--- config.mk ---
export PLATFORM = sky130hd
export DESIGN_NAME = bfsa_ctrl
export DESIGN_NICKNAME = d
export VERILOG_FILES = /design/src/rtl/bfsa_pkg.sv /design/src/rtl/bfsa_ctrl.sv
export SDC_FILE = /design/constraint.sdc
export NUM_CORES = 1
export LEC_CHECK = 0
export ABC_CLOCK_PERIOD_IN_PS = 1800
export BUFFER_PORTS_ARGS = -buffer_cell sky130_fd_sc_hd__buf_2
export CELL_PAD_IN_SITES_DETAIL_PLACEMENT = 0
export CELL_PAD_IN_SITES_GLOBAL_PLACEMENT = 1
export CORE_MARGIN = 4
export CORE_UTILIZATION = 31
export DETAILED_ROUTE_END_ITERATION = 6
export GPL_TIMING_DRIVEN = 0
export HOLD_SLACK_MARGIN = 0.02
export PLACE_DENSITY = 0.82
export REMOVE_ABC_BUFFERS = 1
export SLEW_MARGIN = 0
export SYNTH_ARGS = -nofsm -noshare
export SYNTH_HDL_FRONTEND = slang
export SYNTH_SLANG_ARGS = --single-unit
--- constraint.sdc ---
create_clock -name i_clk -period 1.8 [get_ports i_clk]
set_input_delay 0.09 -clock i_clk [delete_from_list [all_inputs] [get_ports i_clk]]
set_output_delay 0.09 -clock i_clk [all_outputs]
set_load 0.01 [all_outputs]
--- src/rtl/bfsa_pkg.sv ---
// package: sizes, request and status codes, controller/datapath command types
`timescale 1ns / 1ps
package bfsa_pkg;

    localparam int NUM_SLOTS   = 16;
    localparam int STORE_BYTES = 1024;
    localparam int HDR_LEN     = 1;

    localparam int SLOT_W  = $clog2(NUM_SLOTS);
    localparam int LINK_W  = SLOT_W + 1;
    localparam int ADDR_W  = $clog2(STORE_BYTES);
    localparam int SIZE_W  = ADDR_W + 1;

    localparam int TYPE_W  = 3;
    localparam int LEN_W   = 10;
    localparam int ID_W    = 4;
    localparam int BADDR_W = 10;
    localparam int OFF_W   = 10;
    localparam int BYTE_W  = 8;
    localparam int STAT_W  = 3;
    localparam int CALC_W  = ((SIZE_W > OFF_W) ? SIZE_W : OFF_W) + 2;

    localparam logic [LINK_W-1:0] LINK_NONE = LINK_W'(NUM_SLOTS);

    localparam logic [TYPE_W-1:0] REQ_ALLOC     = 3'd0;
    localparam logic [TYPE_W-1:0] REQ_FREE_SLOT = 3'd1;
    localparam logic [TYPE_W-1:0] REQ_FREE_ADDR = 3'd2;
    localparam logic [TYPE_W-1:0] REQ_READ      = 3'd3;
    localparam logic [TYPE_W-1:0] REQ_WRITE     = 3'd4;

    localparam logic [STAT_W-1:0] ST_OK       = 3'd0;
    localparam logic [STAT_W-1:0] ST_BAD_LEN  = 3'd1;
    localparam logic [STAT_W-1:0] ST_NO_SLOT  = 3'd2;
    localparam logic [STAT_W-1:0] ST_NO_MEM   = 3'd3;
    localparam logic [STAT_W-1:0] ST_BAD_SLOT = 3'd4;
    localparam logic [STAT_W-1:0] ST_RANGE    = 3'd5;

    localparam int OP_W = 4;
    localparam logic [OP_W-1:0] OP_NONE     = 4'd0;
    localparam logic [OP_W-1:0] OP_CLEAR    = 4'd1;
    localparam logic [OP_W-1:0] OP_LATCH    = 4'd2;
    localparam logic [OP_W-1:0] OP_WALK     = 4'd3;
    localparam logic [OP_W-1:0] OP_COMMIT   = 4'd4;
    localparam logic [OP_W-1:0] OP_ADDR_RD  = 4'd5;
    localparam logic [OP_W-1:0] OP_SET_SLOT = 4'd6;
    localparam logic [OP_W-1:0] OP_HDR_RD   = 4'd7;
    localparam logic [OP_W-1:0] OP_UNLINK   = 4'd8;
    localparam logic [OP_W-1:0] OP_ACCESS   = 4'd9;

    typedef struct packed {
        logic [OP_W-1:0]   op;
        logic              resp;
        logic [STAT_W-1:0] status;
        logic              take_rd;
    } t_dp_cmd;

    typedef struct packed {
        logic              clr_done;
        logic [TYPE_W-1:0] req_type;
        logic              len_bad;
        logic              no_slot;
        logic              walk_end;
        logic              found;
        logic              addr_zero;
        logic              slot_ok;
        logic              addr_match;
        logic              range_bad;
        logic              unlink_done;
    } t_dp_status;

endpackage

--- src/rtl/bfsa_ctrl.sv ---
// controller: request sequencing state machine
`timescale 1ns / 1ps
module bfsa_ctrl (
    input  logic                  i_clk,
    input  logic                  i_rst_n,
    input  logic                  i_req_valid,
    output logic                  o_req_ready,
    output logic                  o_rsp_valid,
    input  logic                  i_rsp_ready,
    input  bfsa_pkg::t_dp_status  i_status,
    output bfsa_pkg::t_dp_cmd     o_cmd
);
    localparam logic [3:0] S_CLEAR   = 4'd0;
    localparam logic [3:0] S_IDLE    = 4'd1;
    localparam logic [3:0] S_DISP    = 4'd2;
    localparam logic [3:0] S_A_WALK  = 4'd3;
    localparam logic [3:0] S_A_FIN   = 4'd4;
    localparam logic [3:0] S_FA_SET  = 4'd5;
    localparam logic [3:0] S_H_RD    = 4'd6;
    localparam logic [3:0] S_H_CHK   = 4'd7;
    localparam logic [3:0] S_UNLINK  = 4'd8;
    localparam logic [3:0] S_R_WAIT  = 4'd9;
    localparam logic [3:0] S_DONE    = 4'd10;

    logic [3:0] r_state;
    logic [3:0] n_state;

    assign o_req_ready = (r_state == S_IDLE);
    assign o_rsp_valid = (r_state == S_DONE);

    always_comb begin
        n_state        = r_state;
        o_cmd.op       = bfsa_pkg::OP_NONE;
        o_cmd.resp     = 1'b0;
        o_cmd.status   = bfsa_pkg::ST_OK;
        o_cmd.take_rd  = 1'b0;
        unique case (r_state)
            S_CLEAR: begin
                o_cmd.op = bfsa_pkg::OP_CLEAR;
                if (i_status.clr_done) begin
                    n_state = S_IDLE;
                end
            end
            S_IDLE: begin
                if (i_req_valid) begin
                    o_cmd.op = bfsa_pkg::OP_LATCH;
                    n_state  = S_DISP;
                end
            end
            S_DISP: begin
                unique case (i_status.req_type)
                    bfsa_pkg::REQ_ALLOC: begin
                        priority if (i_status.len_bad) begin
                            o_cmd.resp   = 1'b1;
                            o_cmd.status = bfsa_pkg::ST_BAD_LEN;
                            n_state      = S_DONE;
                        end else if (i_status.no_slot) begin
                            o_cmd.resp   = 1'b1;
                            o_cmd.status = bfsa_pkg::ST_NO_SLOT;
                            n_state      = S_DONE;
                        end else begin
                            n_state = S_A_WALK;
                        end
                    end
                    bfsa_pkg::REQ_FREE_SLOT, bfsa_pkg::REQ_READ, bfsa_pkg::REQ_WRITE: begin
                        n_state = S_H_RD;
                    end
                    bfsa_pkg::REQ_FREE_ADDR: begin
                        if (i_status.addr_zero) begin
                            o_cmd.resp   = 1'b1;
                            o_cmd.status = bfsa_pkg::ST_BAD_SLOT;
                            n_state      = S_DONE;
                        end else begin
                            o_cmd.op = bfsa_pkg::OP_ADDR_RD;
                            n_state  = S_FA_SET;
                        end
                    end
                    default: begin
                        // unknown request: plain ok
                        o_cmd.resp = 1'b1;
                        n_state    = S_DONE;
                    end
                endcase
            end
            S_A_WALK: begin
                o_cmd.op = bfsa_pkg::OP_WALK;
                if (i_status.walk_end) begin
                    n_state = S_A_FIN;
                end
            end
            S_A_FIN: begin
                o_cmd.resp = 1'b1;
                if (i_status.found) begin
                    o_cmd.op = bfsa_pkg::OP_COMMIT;
                end else begin
                    o_cmd.status = bfsa_pkg::ST_NO_MEM;
                end
                n_state = S_DONE;
            end
            S_FA_SET: begin
                o_cmd.op = bfsa_pkg::OP_SET_SLOT;
                n_state  = S_H_RD;
            end
            S_H_RD: begin
                o_cmd.op = bfsa_pkg::OP_HDR_RD;
                n_state  = S_H_CHK;
            end
            S_H_CHK: begin
                priority if (!i_status.slot_ok ||
                             (i_status.req_type == bfsa_pkg::REQ_FREE_ADDR &&
                              !i_status.addr_match)) begin
                    o_cmd.resp   = 1'b1;
                    o_cmd.status = bfsa_pkg::ST_BAD_SLOT;
                    n_state      = S_DONE;
                end else if (i_status.req_type == bfsa_pkg::REQ_FREE_SLOT ||
                             i_status.req_type == bfsa_pkg::REQ_FREE_ADDR) begin
                    n_state = S_UNLINK;
                end else if (i_status.range_bad) begin
                    o_cmd.resp   = 1'b1;
                    o_cmd.status = bfsa_pkg::ST_RANGE;
                    n_state      = S_DONE;
                end else begin
                    o_cmd.op = bfsa_pkg::OP_ACCESS;
                    if (i_status.req_type == bfsa_pkg::REQ_WRITE) begin
                        o_cmd.resp = 1'b1;
                        n_state    = S_DONE;
                    end else begin
                        n_state = S_R_WAIT;
                    end
                end
            end
            S_UNLINK: begin
                o_cmd.op = bfsa_pkg::OP_UNLINK;
                if (i_status.unlink_done) begin
                    o_cmd.resp = 1'b1;
                    n_state    = S_DONE;
                end
            end
            S_R_WAIT: begin
                o_cmd.resp    = 1'b1;
                o_cmd.take_rd = 1'b1;
                n_state       = S_DONE;
            end
            S_DONE: begin
                if (i_rsp_ready) begin
                    n_state = S_IDLE;
                end
            end
            default: begin
                n_state = S_IDLE;
            end
        endcase
    end

    always_ff @(posedge i_clk) begin
        if (!i_rst_n) begin
            r_state <= S_CLEAR;
        end else begin
            r_state <= n_state;
        end
    end

endmodule

**Word-level counts from Yosys, hierarchy flattened**

Cells that the tools add are included.

- Eq/ne operators: 19
- Muxes and demuxes: 36
- Reduce and logical (&&, ||, !) cells: 10

Operators by type and width:

| operator | number |
|---|---|
| $mux 4 | 17 |
| $pmux 4 s10 | 1 |
| $pmux 4 s9 | 1 |
| $eq 4x3->1 const B | 4 |
| $eq 4x4->1 const B | 3 |
| $mux 3 | 4 |
| $pmux 4 s3 | 1 |
| $pmux 3 s3 | 1 |
| $eq 4x2->1 const B | 2 |
| $mux 8 | 1 |
| $ne 2x2->1 const B | 4 |
| $eq 3x2->1 const B | 2 |
| $mux 2 | 3 |
| $pmux 3 s2 | 1 |
| $reduce_and 5->1 | 1 |
| $eq 4x1->1 const B | 1 |
| $logic_not 4->1 | 1 |
| $mux 1 | 4 |
| $pmux 1 s4 | 1 |
| $eq 3x1->1 const B | 1 |
| $eq 3x3->1 const B | 1 |
| $logic_not 3->1 | 1 |
| $pmux 1 s3 | 1 |
| $reduce_or 3->1 | 1 |
| other kinds (5) | 7 |

- Register bits: 4
- Input bits: 17
- Output and inout port bits: 11
- Logic and storage cells: 66

**Longest topological paths before layout**

Gate-level depths: netlist (run 1).

- Depth in word-level cells: 6
- Depth in mapped cells: 6
- Depth with buffers taken out: 4

**Worst setup path before layout (run 1)**

No wires, ideal clock.

- Kind: register to output
- Start: reg r_state[0]
- End: out o_cmd[6] in the netlist's numbering
- Arrival time: 1.293 ns
- Path slack: 0.417 ns
- Cell stages (with the launch flop): 7
- Cells stage by stage: dfxtp_1 buf_2 clkbuf_1 o21ai_0 nor2_1 a21oi_1 nor3_1

RTL lines:

| element | line | RTL |
|---|---|---|
| from (decl) | bfsa_ctrl.sv:25 | `logic [3:0] r_state;` |
| from (signal assigned) | bfsa_ctrl.sv:159 | `r_state <= n_state;` |
| to (decl) | bfsa_ctrl.sv:11 | `output bfsa_pkg::t_dp_cmd o_cmd` |

==> results of run 1 <==
==> cell type report <==
type / count / area, um^2 / share of cell area [%]
multi-input combinational: 84 / 536 / 64.0
timing repair buffer: 27 / 135 / 16.1
sequential: 4 / 87.6 / 10.5
tap: 27 / 33.8 / 4.04
clock buffer: 3 / 22.5 / 2.69
inverter: 6 / 22.5 / 2.69
==> where the power goes <==
group          switching [uW]  internal (uW)
Clock                    32.3           74.2
Combinational            73.8           65.8
Sequential               24.7           96.1
Total                     131            236
==> metrics by stage <==
stage | utilization, % | setup WS (ns)
CTS | 41.0 | 0.00574
global placement | 39.8 | -0.0549
global route | 41.4 | 0.00618
finish | 41.4 | 0.142
floorplan | - | 0.172
detailed placement | 39.8 | -0.0894
==> routing by layer <==
layer  routed length, um  vias up
li1                    -      424
met1                 917      381
met2                 868       38
met3                 168        4
met4                  27        0
met5                   0        -
==> synth_stat cells (3+ instances only) <==
cell type   n
o21ai_0     5
inv_1       6
o21ai_1     3
a21oi_1     7
dfxtp_1     4
nor3_1      6
nor2_1     10
buf_2       5
and3_1      3
nand2_1     6
nand2b_1    7
==> cells in the final DEF (no fill, tap or decap), drive strengths merged, types with 2 or more instances in the layout <==
| cell type | netlist | layout |
|---|---|---|
| a21o | 2 | 2 |
| a21oi | 7 | 7 |
| a221o | 2 | 2 |
| and3 | 3 | 3 |
| buf | 6 | 27 |
| clkbuf | 2 | 3 |
| dfxtp | 4 | 4 |
| inv | 6 | 6 |
| nand2 | 6 | 6 |
| nand2b | 7 | 7 |
| nand3 | 2 | 2 |
| nor2 | 10 | 10 |
| nor3 | 6 | 6 |
| nor3b | 2 | 2 |
| o2111ai | 2 | 2 |
| o21a | 2 | 2 |
| o21ai | 9 | 9 |
| or3 | 3 | 3 |
| xnor2 | 2 | 2 |
==> how the worst max path moves through the flow <==
stage	to	slack, ns	cells past startpoint
floorplan	r_state[0]$_SDFFE_PN0P_	0.17	4
global placement	r_state[0]$_SDFFE_PN0P_	-0.05	4
detailed placement	r_state[0]$_SDFFE_PN0P_	-0.09	4
CTS	r_state[0]$_SDFFE_PN0P_	0.006	4
global route	o_cmd[4]	0.006	5
finish	o_cmd[1]	0.14	4
==> worst max-delay path, delay by kind of cell (launching register included) <==
kind | cells | cell delay [ns]
AOI/OAI and AO/OA | 1 | 0.11
buffers and inverters | 1 | 0.17
and+or+nand+nor | 2 | 0.67
DFF | 1 | 0.39
==> kinds of logic (layout without fill, tap and decap cells) <==
kind of cell,after synthesis,after routing
flops,4,4
mux,1,1
compound gates,36,36
simple gates,45,45
buf+inv,14,36
xor+xnor,2,2
==> repair_timing <==
action | in CTS | in global routing
endpoints found under the setup margin | 6 | 6
gates cloned | 0 | 0
gates resized for setup | 2 | 4
setup buffers | 0 | 0
pin swaps | 0 | 0
endpoints found under the hold margin | 0 | 0
==> results.py, run 1 <==
metrics = {
    "route": {
        "wirelength_um": 1980,
        "drt_iter0_markers": 19,
        "firstDrtPassIters": 4,
        "drc": 0,
        "avgRoutedWirePerCell_um": 13.1,
        "vias_per_cell": 5.61,
        "final_antenna_net_count": 0,
        "vias": 847,
    },
    "pwr": {
        "power_uw": 367,
        "p_leak_uw": 0.000360,
        "power.density_mw_per_mm2": 438,
        "peakVddDrop_mv": 0.243,
    },
    "critical_path": {
        "slowest_delay_ns": 0.45,
        "rrSetupSlack_ns": 0.20,
        "worstPathMaxFanout": 16,
        "crit_path_top_delay_cell": "or4_1",
        "r2r_cells": 4,
        "crit_chain": "nand2b_1, or4_1, o311ai_1, buf_2",
        "cp.required_ns": 1.71,
        "setup.worst_path.start": "r_state[3]$_SDFFE_PN0P_",
        "arrival_ns": 1.57,
        "r2r-end": "r_state[0]$_SDFFE_PN0P_",
        "end_kind": "output port",
        "cp-start-kind": "register",
        "reg2reg_from": "r_state[3]$_SDFFE_PN0P_",
        "critPathKind": "register to output port",
    },
    "global_routing": {
        "use_met1_pct": 18.8,
        "antenna_found_initial": 0,
        "busiest_layer": "met2",
        "grt_pass1_wl_um": 3110,
        "met2_usage_pct": 22.4,
        "grt_use_met3_pct": 1.36,
        "overflow": 0,
        "grt_max_degree": 23,
        "grt_pass1_vias": 744,
        "grt_use_total_pct": 13.7,
    },
    "yosys": {
        "synth_xor_area_share_pct": 2.58,
        "synth_area_leaders": "dfxtp_1 (12%), nand2b_1 (6.4%), nor2_1 (5.5%)",
        "syn_inst": 102,
        "syn_area_per_cell_um2": 6.66,
        "yosysSeqAreaShare_pct": 11.8,
        "yosys.area_share.simple_pct": 36.8,
        "synth_top_cell_area_share_pct": 11.8,
        "synthMuxAreaShare_pct": 1.47,
        "yosysTopAreaCell": "dfxtp_1",
        "synth_edf_count": 0,
        "synth_cell_type_count": 42,
        "synth_compound_area_share_pct": 37.6,
        "synth_warnings": 0,
        "synth_top_family_by_area": "compound AO/OA/AOI/OAI gates",
        "ys.flop_type": "dfxtp_1",
        "ys_ff_latch": 4,
        "synth_area_um2": 679,
        "synthAdderAreaFrac_pct": 0,
        "ys_async_sr_fraction_pct": 0,
    },
    "placement": {
        "place.gp.congestion": 0.835,
        "dp_cells": 148,
        "placedInstanceArea_um2": 805,
        "numPortBuffers": 27,
        "dp_hpwl_um": 1570,
    },
    "clock_network": {
        "clk_pin_slew_ns": 0.03,
        "cts.sink_count": 4,
        "cts-root-buf": "clkbuf_4",
        "cts_tree": "yes",
        "cts_hold_buf": 0,
        "worstSkewPairLatency_ns": 0.23,
        "cts_made_buffers": 3,
        "cts_buffer_depth": 2,
        "cts_htree_levels": 1,
    },
    "sta": {
        "tns_ns": 0,
        "fin_crit_ns": 1.66,
        "worst_pin_slew_ns": 0.350,
        "max_freq_mhz": 603,
        "post-route-period-util_pct": 92.1,
        "report.final.slew_viol_count": 0,
        "finalHoldViolCount": 0,
        "hold_ws_ns": 0.125,
        "finClkSkew_ns": 0.00354,
        "rsz0062_at_grt": "false",
        "slew_headroom_pct": 76.6,
        "finalSetupViolCount": 0,
    },
    "layout": {
        "largest_reg_flops": 4,
        "fin_area_um2": 837,
        "drive_gt1_share_pct": 30.6,
        "final_net_count": 143,
        "layout-area-overhead-vs-synth_pct": 23.2,
        "top_regs": "r_state x4",
        "finalNonFillerCells": 151,
        "fillers": 228,
        "top_register": "r_state",
        "diodes": 0,
    },
    "run_status": {
        "outcome": "finished clean",
    },
    "die": {
        "coreArea_mm2": 0.00202,
        "rows": 16,
        "initial_core_util_pct": 33.6,
        "fp.dieArea_mm2": 0.00300,
        "die_h_um": 54.8,
        "io_pins": 28,
        "die_w_um": 54.8,
    },
    "hold_path": {
        "worstHoldEndpoint": "r_state[1]$_SDFFE_PN0P_",
        "hp-class": "input pin to register",
        "hold_depth": 3,
        "min_from": "i_rst_n",
    },
    "run": {
        "cap_violations": 0,
    },
}
(Power assumes the default switching activity.)
==> run 2, diff against run 1 <==
--- a/config.mk
+++ b/config.mk
@@ -14,7 +14,7 @@
 export DETAILED_ROUTE_END_ITERATION = 6
 export GPL_TIMING_DRIVEN = 0
 export HOLD_SLACK_MARGIN = 0.02
-export PLACE_DENSITY = 0.82
+export PLACE_DENSITY = 0.86
 export REMOVE_ABC_BUFFERS = 1
 export SLEW_MARGIN = 0
 export SYNTH_ARGS = -nofsm -noshare
==> run 2 against run 1 <==
Cell count did not move. Via count decreased by 3.0%. Clock skew decreased by 0.0014 ns. Critical path type unchanged. Largest cell class unchanged.
==> results.py, run 2 (synthesis gave the netlist of run 1 again) <==
metrics = {
    "run_status": {
        "outcome": "finished clean",
    },
    "clock_network": {
        "cts-root-buf": "clkbuf_4",
        "cts_tree": "yes",
        "clk_pin_slew_ns": 0.04,
        "cts_buffer_depth": 2,
        "cts_hold_buf": 0,
        "cts_made_buffers": 3,
        "cts.sink_count": 4,
        "worstSkewPairLatency_ns": 0.23,
        "cts_htree_levels": 1,
    },
    "pwr": {
        "pwr-share-clk_pct": 29.3,
        "seq_power_share_pct": 32.8,
        "switching_share_pct": 35.8,
        "power.density_mw_per_mm2": 440,
        "peakVddDrop_mv": 0.222,
        "intPower_uw": 236,
        "p_sw_uw": 131,
        "power_frac_comb_pct": 37.9,
        "p_leak_uw": 0.000360,
    },
    "die": {
        "initial_core_util_pct": 33.6,
        "fp.dieArea_mm2": 0.00300,
        "rows": 16,
        "die_h_um": 54.8,
        "io_pins": 28,
        "die_w_um": 54.8,
        "coreArea_mm2": 0.00202,
    },
    "critical_path": {
        "cp.required_ns": 1.71,
        "crit_path_top_delay_cell": "dfxtp_2",
        "worstPathMaxFanout": 22,
        "crit_buf_inv": 1,
        "crit_family": "flip-flops",
        "slowest_delay_ns": 0.54,
        "cp.depth": 4,
        "r2r_cells": 4,
        "arrival_ns": 1.60,
        "critPathKind": "register to output port",
        "end_kind": "output port",
        "cp-start-kind": "register",
        "crit_chain": "and4b_1, o2111ai_1, o31ai_1, buf_2",
    },
    "layout": {
        "top_register": "r_state",
        "fillers": 226,
        "largest_reg_flops": 4,
        "seq_area_um2": 85.1,
        "drive_gt1_share_pct": 30.6,
        "layout_commonest_cell": "buf_2",
        "diodes": 0,
        "multi_input_area_um2": 536,
        "final_cell_mix": "buf_2 (27), nor2_1 (9), nand2b_1 (7), a21oi_1 (7)",
        "layout-area-overhead-vs-synth_pct": 22.8,
        "final_core_utilization_pct": 41.3,
        "top_regs": "r_state x4",
        "final_net_count": 143,
    },
    "sta": {
        "setup_slack_ns": 0.107,
        "max_freq_mhz": 591,
        "post-route-period-util_pct": 94.0,
        "worst_pin_slew_ns": 0.361,
        "finClkSkew_ns": 0.00214,
        "rsz0062_at_grt": "false",
        "fin_crit_ns": 1.69,
        "slew_headroom_pct": 76.0,
        "finalHoldViolCount": 0,
        "finalSetupViolCount": 0,
        "hold_ws_ns": 0.122,
        "report.final.slew_viol_count": 0,
    },
    "route": {
        "avgRoutedWirePerCell_um": 12.6,
        "wirelength_um": 1910,
        "drc": 0,
        "vias": 822,
        "firstDrtPassIters": 4,
        "final_antenna_net_count": 0,
        "vias_per_cell": 5.44,
        "drt_iter0_markers": 25,
    },
    "run": {
        "cap_violations": 0,
    },
    "global_routing": {
        "overflow": 0,
        "antenna_found_initial": 0,
        "grt_max_degree": 23,
        "grt_pass1_wl_um": 3080,
        "grt_use_total_pct": 13.9,
        "grt_pass1_vias": 728,
    },
    "placement": {
        "dp_hpwl_um": 1530,
        "numPortBuffers": 27,
        "dp_slack_ns": -0.0751,
        "place.gp.congestion": 0.898,
    },
    "hold_path": {
        "hold_depth": 2,
        "hp-class": "input pin to register",
    },
}
[run 2: final timing paths]
check	from	end	slack (ns)
max	r_state[0]$_SDFFE_PN0P_	o_cmd[8]	0.11
min	i_rst_n	r_state[0]$_SDFFE_PN0P_	0.12
max reg2reg	r_state[0]$_SDFFE_PN0P_	r_state[0]$_SDFFE_PN0P_	0.13
min reg2reg	r_state[1]$_SDFFE_PN0P_	r_state[3]$_SDFFE_PN0P_	0.69
[run 2: repair_timing]
action                                  in CTS  in global routing
endpoints found under the setup margin       6                  6
pin swaps                                    0                  0
setup buffers                                0                  0
resized for setup                            1                  4
[run 2: final cells by class]
cell class                 instances  area share, %
multi-input combinational         84           64.2
timing repair buffer              27           16.2
sequential                         4           10.2
tap                               27           4.05
clock buffer                       3           2.70
inverter                           6           2.70
[run 2: layer usage]
metal | up-vias | share of wire [%] | global-route usage [%]
met5 | - | 0 | 0
met4 | 0 | 0.84 | 5.39
met3 | 2 | 6.1 | 1.91
met2 | 21 | 47 | 22.0
met1 | 371 | 46 | 18.7
li1 | 428 | - | -
[run 2: worst register-to-register path, stage by stage (launching register included)]
cell      delay, ns
dfxtp_2        0.54
nor3b_1        0.10
o211ai_1       0.31
a21bo_1        0.27
o311a_1        0.34
[run 2: power by group through the flow]
| stage | clock network (uW) | registers, uW | logic (uW) |
|---|---|---|---|
| 5_1_grt | 115 | 123 | 158 |
| 3_5_place_dp | 0 | 119 | 139 |
| 2_1_floorplan | 0 | 113 | 85.2 |
| 4_1_cts | 113 | 119 | 140 |
| 6_report | 108 | 120 | 139 |
| 3_3_place_gp | 0 | 119 | 136 |
[run 2: per-stage QoR]
step	power, uW	cell area, um^2	instances	setup TNS, ns
after detailed placement	258	805	148	-0.0751
final	367	835	151	0
after global routing	396	835	151	0
after floorplan	198	636	94	0
after global placement	255	805	148	-0.0541
after CTS	371	828	151	0
==> run 3, diff against run 2 <==
--- a/config.mk
+++ b/config.mk
@@ -14,7 +14,8 @@
 export DETAILED_ROUTE_END_ITERATION = 6
 export GPL_TIMING_DRIVEN = 0
 export HOLD_SLACK_MARGIN = 0.02
-export PLACE_DENSITY = 0.86
+export MAX_ROUTING_LAYER = met4
+export PLACE_DENSITY_LB_ADDON = 0.2
 export REMOVE_ABC_BUFFERS = 1
 export SLEW_MARGIN = 0
 export SYNTH_ARGS = -nofsm -noshare
==> run 3 against run 2 <==
Worst hold slack lost 0.013 ns. Via count grew 0.73%. Sequential cell count is the same. First-iteration DRC count shrank 32%. Sequential share of layout area grew 0.27 points. Clock power is essentially flat. Register-to-register slack gained 0.08 ns. Sequential power is essentially flat. Die area is the same. Count of clock-buffer cells in the layout is the same. Cell count is the same. Critical path type unchanged. Largest cell class unchanged.
==> results.py, run 3 (synthesis gave the netlist of run 1 again) <==
metrics = {
    "run_status": {
        "outcome": "finished clean",
    },
    "layout": {
        "final_core_utilization_pct": 41.4,
        "final_cell_mix": "buf_2 (27), nor2_1 (9), nand2b_1 (7), a21oi_1 (7)",
        "layout-area-overhead-vs-synth_pct": 23.2,
        "top_register": "r_state",
        "finalNonFillerCells": 151,
        "drive_gt1_share_pct": 30.6,
        "fillers": 238,
        "layout_commonest_cell": "buf_2",
        "final_net_count": 143,
        "largest_reg_flops": 4,
        "diodes": 0,
        "top_regs": "r_state x4",
    },
    "route": {
        "drt_iter0_markers": 17,
        "vias_per_cell": 5.48,
        "drc": 0,
        "firstDrtPassIters": 4,
        "wirelength_um": 1970,
        "final_antenna_net_count": 0,
        "vias": 828,
        "met3_length_um": 111,
        "dr.max_layer_used": "met4",
        "met1Wirelength_um": 980,
        "met2WireLength_um": 852,
        "avgRoutedWirePerCell_um": 13.0,
    },
    "clock_network": {
        "cts.sink_count": 4,
        "cts_tree": "yes",
        "clk_pin_slew_ns": 0.04,
        "worstSkewPairLatency_ns": 0.23,
        "cts_buffer_depth": 2,
        "postCtsSetupBuffers": 0,
        "cts-root-buf": "clkbuf_4",
        "cts_made_buffers": 3,
        "cts_htree_levels": 1,
    },
    "pwr": {
        "switching_share_pct": 35.9,
        "p_sw_uw": 132,
        "power_frac_comb_pct": 37.6,
        "power.density_mw_per_mm2": 440,
        "power_uw": 368,
        "peakVddDrop_mv": 0.210,
        "intPower_uw": 236,
        "seq_power_share_pct": 33.0,
        "pwr-share-clk_pct": 29.4,
        "p_leak_uw": 0.000360,
    },
    "die": {
        "initial_core_util_pct": 33.6,
        "rows": 16,
        "die_w_um": 54.8,
        "io_pins": 28,
        "die_h_um": 54.8,
        "fp.dieArea_mm2": 0.00300,
        "coreArea_mm2": 0.00202,
    },
    "global_routing": {
        "grt_pass1_vias": 783,
        "overflow": 0,
        "grt_max_degree": 23,
        "grt_pass1_wl_um": 3330,
        "grt_use_total_pct": 15.2,
        "antenna_found_initial": 0,
    },
    "critical_path": {
        "worstPathMaxFanout": 16,
        "r2r_cells": 4,
        "rrSetupSlack_ns": 0.21,
        "reg2reg_from": "r_state[3]$_SDFFE_PN0P_",
        "cp.required_ns": 1.71,
        "critPathKind": "register to output port",
        "arrival_ns": 1.56,
        "r2r-end": "r_state[0]$_SDFFE_PN0P_",
        "cp-start-kind": "register",
        "end_kind": "output port",
    },
    "placement": {
        "dp_cells": 148,
        "dp_hpwl_um": 1540,
        "place.gp.congestion": 0.858,
        "numPortBuffers": 27,
    },
    "sta": {
        "post-route-period-util_pct": 91.6,
        "finalSetupViolCount": 0,
        "worst_pin_slew_ns": 0.352,
        "fin_crit_ns": 1.65,
        "slew_headroom_pct": 76.5,
        "report.final.slew_viol_count": 0,
        "rsz0062_at_grt": "false",
        "finClkSkew_ns": 0.00145,
        "finalHoldViolCount": 0,
        "max_freq_mhz": 606,
    },
    "run": {
        "cap_violations": 0,
    },
    "hold_path": {
        "min_from": "i_rst_n",
        "hp-class": "input pin to register",
        "worstHoldEndpoint": "r_state[0]$_SDFFE_PN0P_",
        "hold_depth": 2,
    },
}
run 3: cell counts in the layout (fill, tap and decap cells not counted):
Identical to the previous run, type by type.
run 3: worst max-delay path by stage:
stage                             from                 endpoint  slack, ns
6_report       r_state[3]$_SDFFE_PN0P_                 o_cmd[1]       0.15
5_1_grt        r_state[1]$_SDFFE_PN0P_                 o_cmd[8]       0.02
4_1_cts        r_state[3]$_SDFFE_PN0P_                 o_cmd[4]      0.008
3_5_place_dp   r_state[0]$_SDFFE_PN0P_  r_state[0]$_SDFFE_PN0P_      -0.04
3_3_place_gp   r_state[0]$_SDFFE_PN0P_  r_state[0]$_SDFFE_PN0P_      -0.07
2_1_floorplan  r_state[0]$_SDFFE_PN0P_  r_state[0]$_SDFFE_PN0P_       0.17
run 3: power groups by stage:
stage | clock [uW] | combinational, uW | sequential [uW]
6_report | 108 | 138 | 122
5_1_grt | 121 | 157 | 125
4_1_cts | 114 | 138 | 120
3_5_place_dp | 0 | 137 | 120
3_3_place_gp | 0 | 137 | 121
2_1_floorplan | 0 | 85.2 | 113
run 3: timing repair:
| item | in CTS | in global routing |
|---|---|---|
| endpoints found under the setup margin | 6 | 6 |
| resized for setup | 2 | 4 |
| pin swaps | 0 | 0 |
| hold buffers | 0 | 0 |
run 3: final cells by class:
cell class                      instances  area, um^2  area share [%]
Timing Repair Buffer                   27         135            16.1
Sequential cell                         4        87.6            10.5
Clock buffer                            3        22.5            2.69
Tap cell                               27        33.8            4.04
Inverter                                6        22.5            2.69
Multi-Input combinational cell         84         536            64.0
run 3: critical path, cell delays in order, from the launching register on:
cell,delay [ns]
dfxtp_2,0.39
nand2b_1,0.22
or4_1,0.44
o311ai_1,0.10
buf_2,0.18
run 3: per-stage QoR:
step / cell area (um^2) / setup TNS (ns) / worst slack (ns) / hold slack (ns)
final: 837 / 0 / 0.151 / 0.109
after global placement: 805 / -0.0686 / -0.0686 / 0.357
after detailed placement: 805 / -0.0370 / -0.0370 / 0.358
after global routing: 837 / 0 / 0.0217 / 0.113
after CTS: 830 / 0 / 0.00822 / 0.105
after floorplan: 636 / 0 / 0.172 / 0.218
run 3: per-layer routing:
| metal | GRT usage (%) | up-vias |
|---|---|---|
| met1 | 20.1 | 369 |
| met4 | 4.56 | 0 |
| met5 | - | - |
| met2 | 23.4 | 27 |
| li1 | - | 428 |
| met3 | 2.45 | 4 |
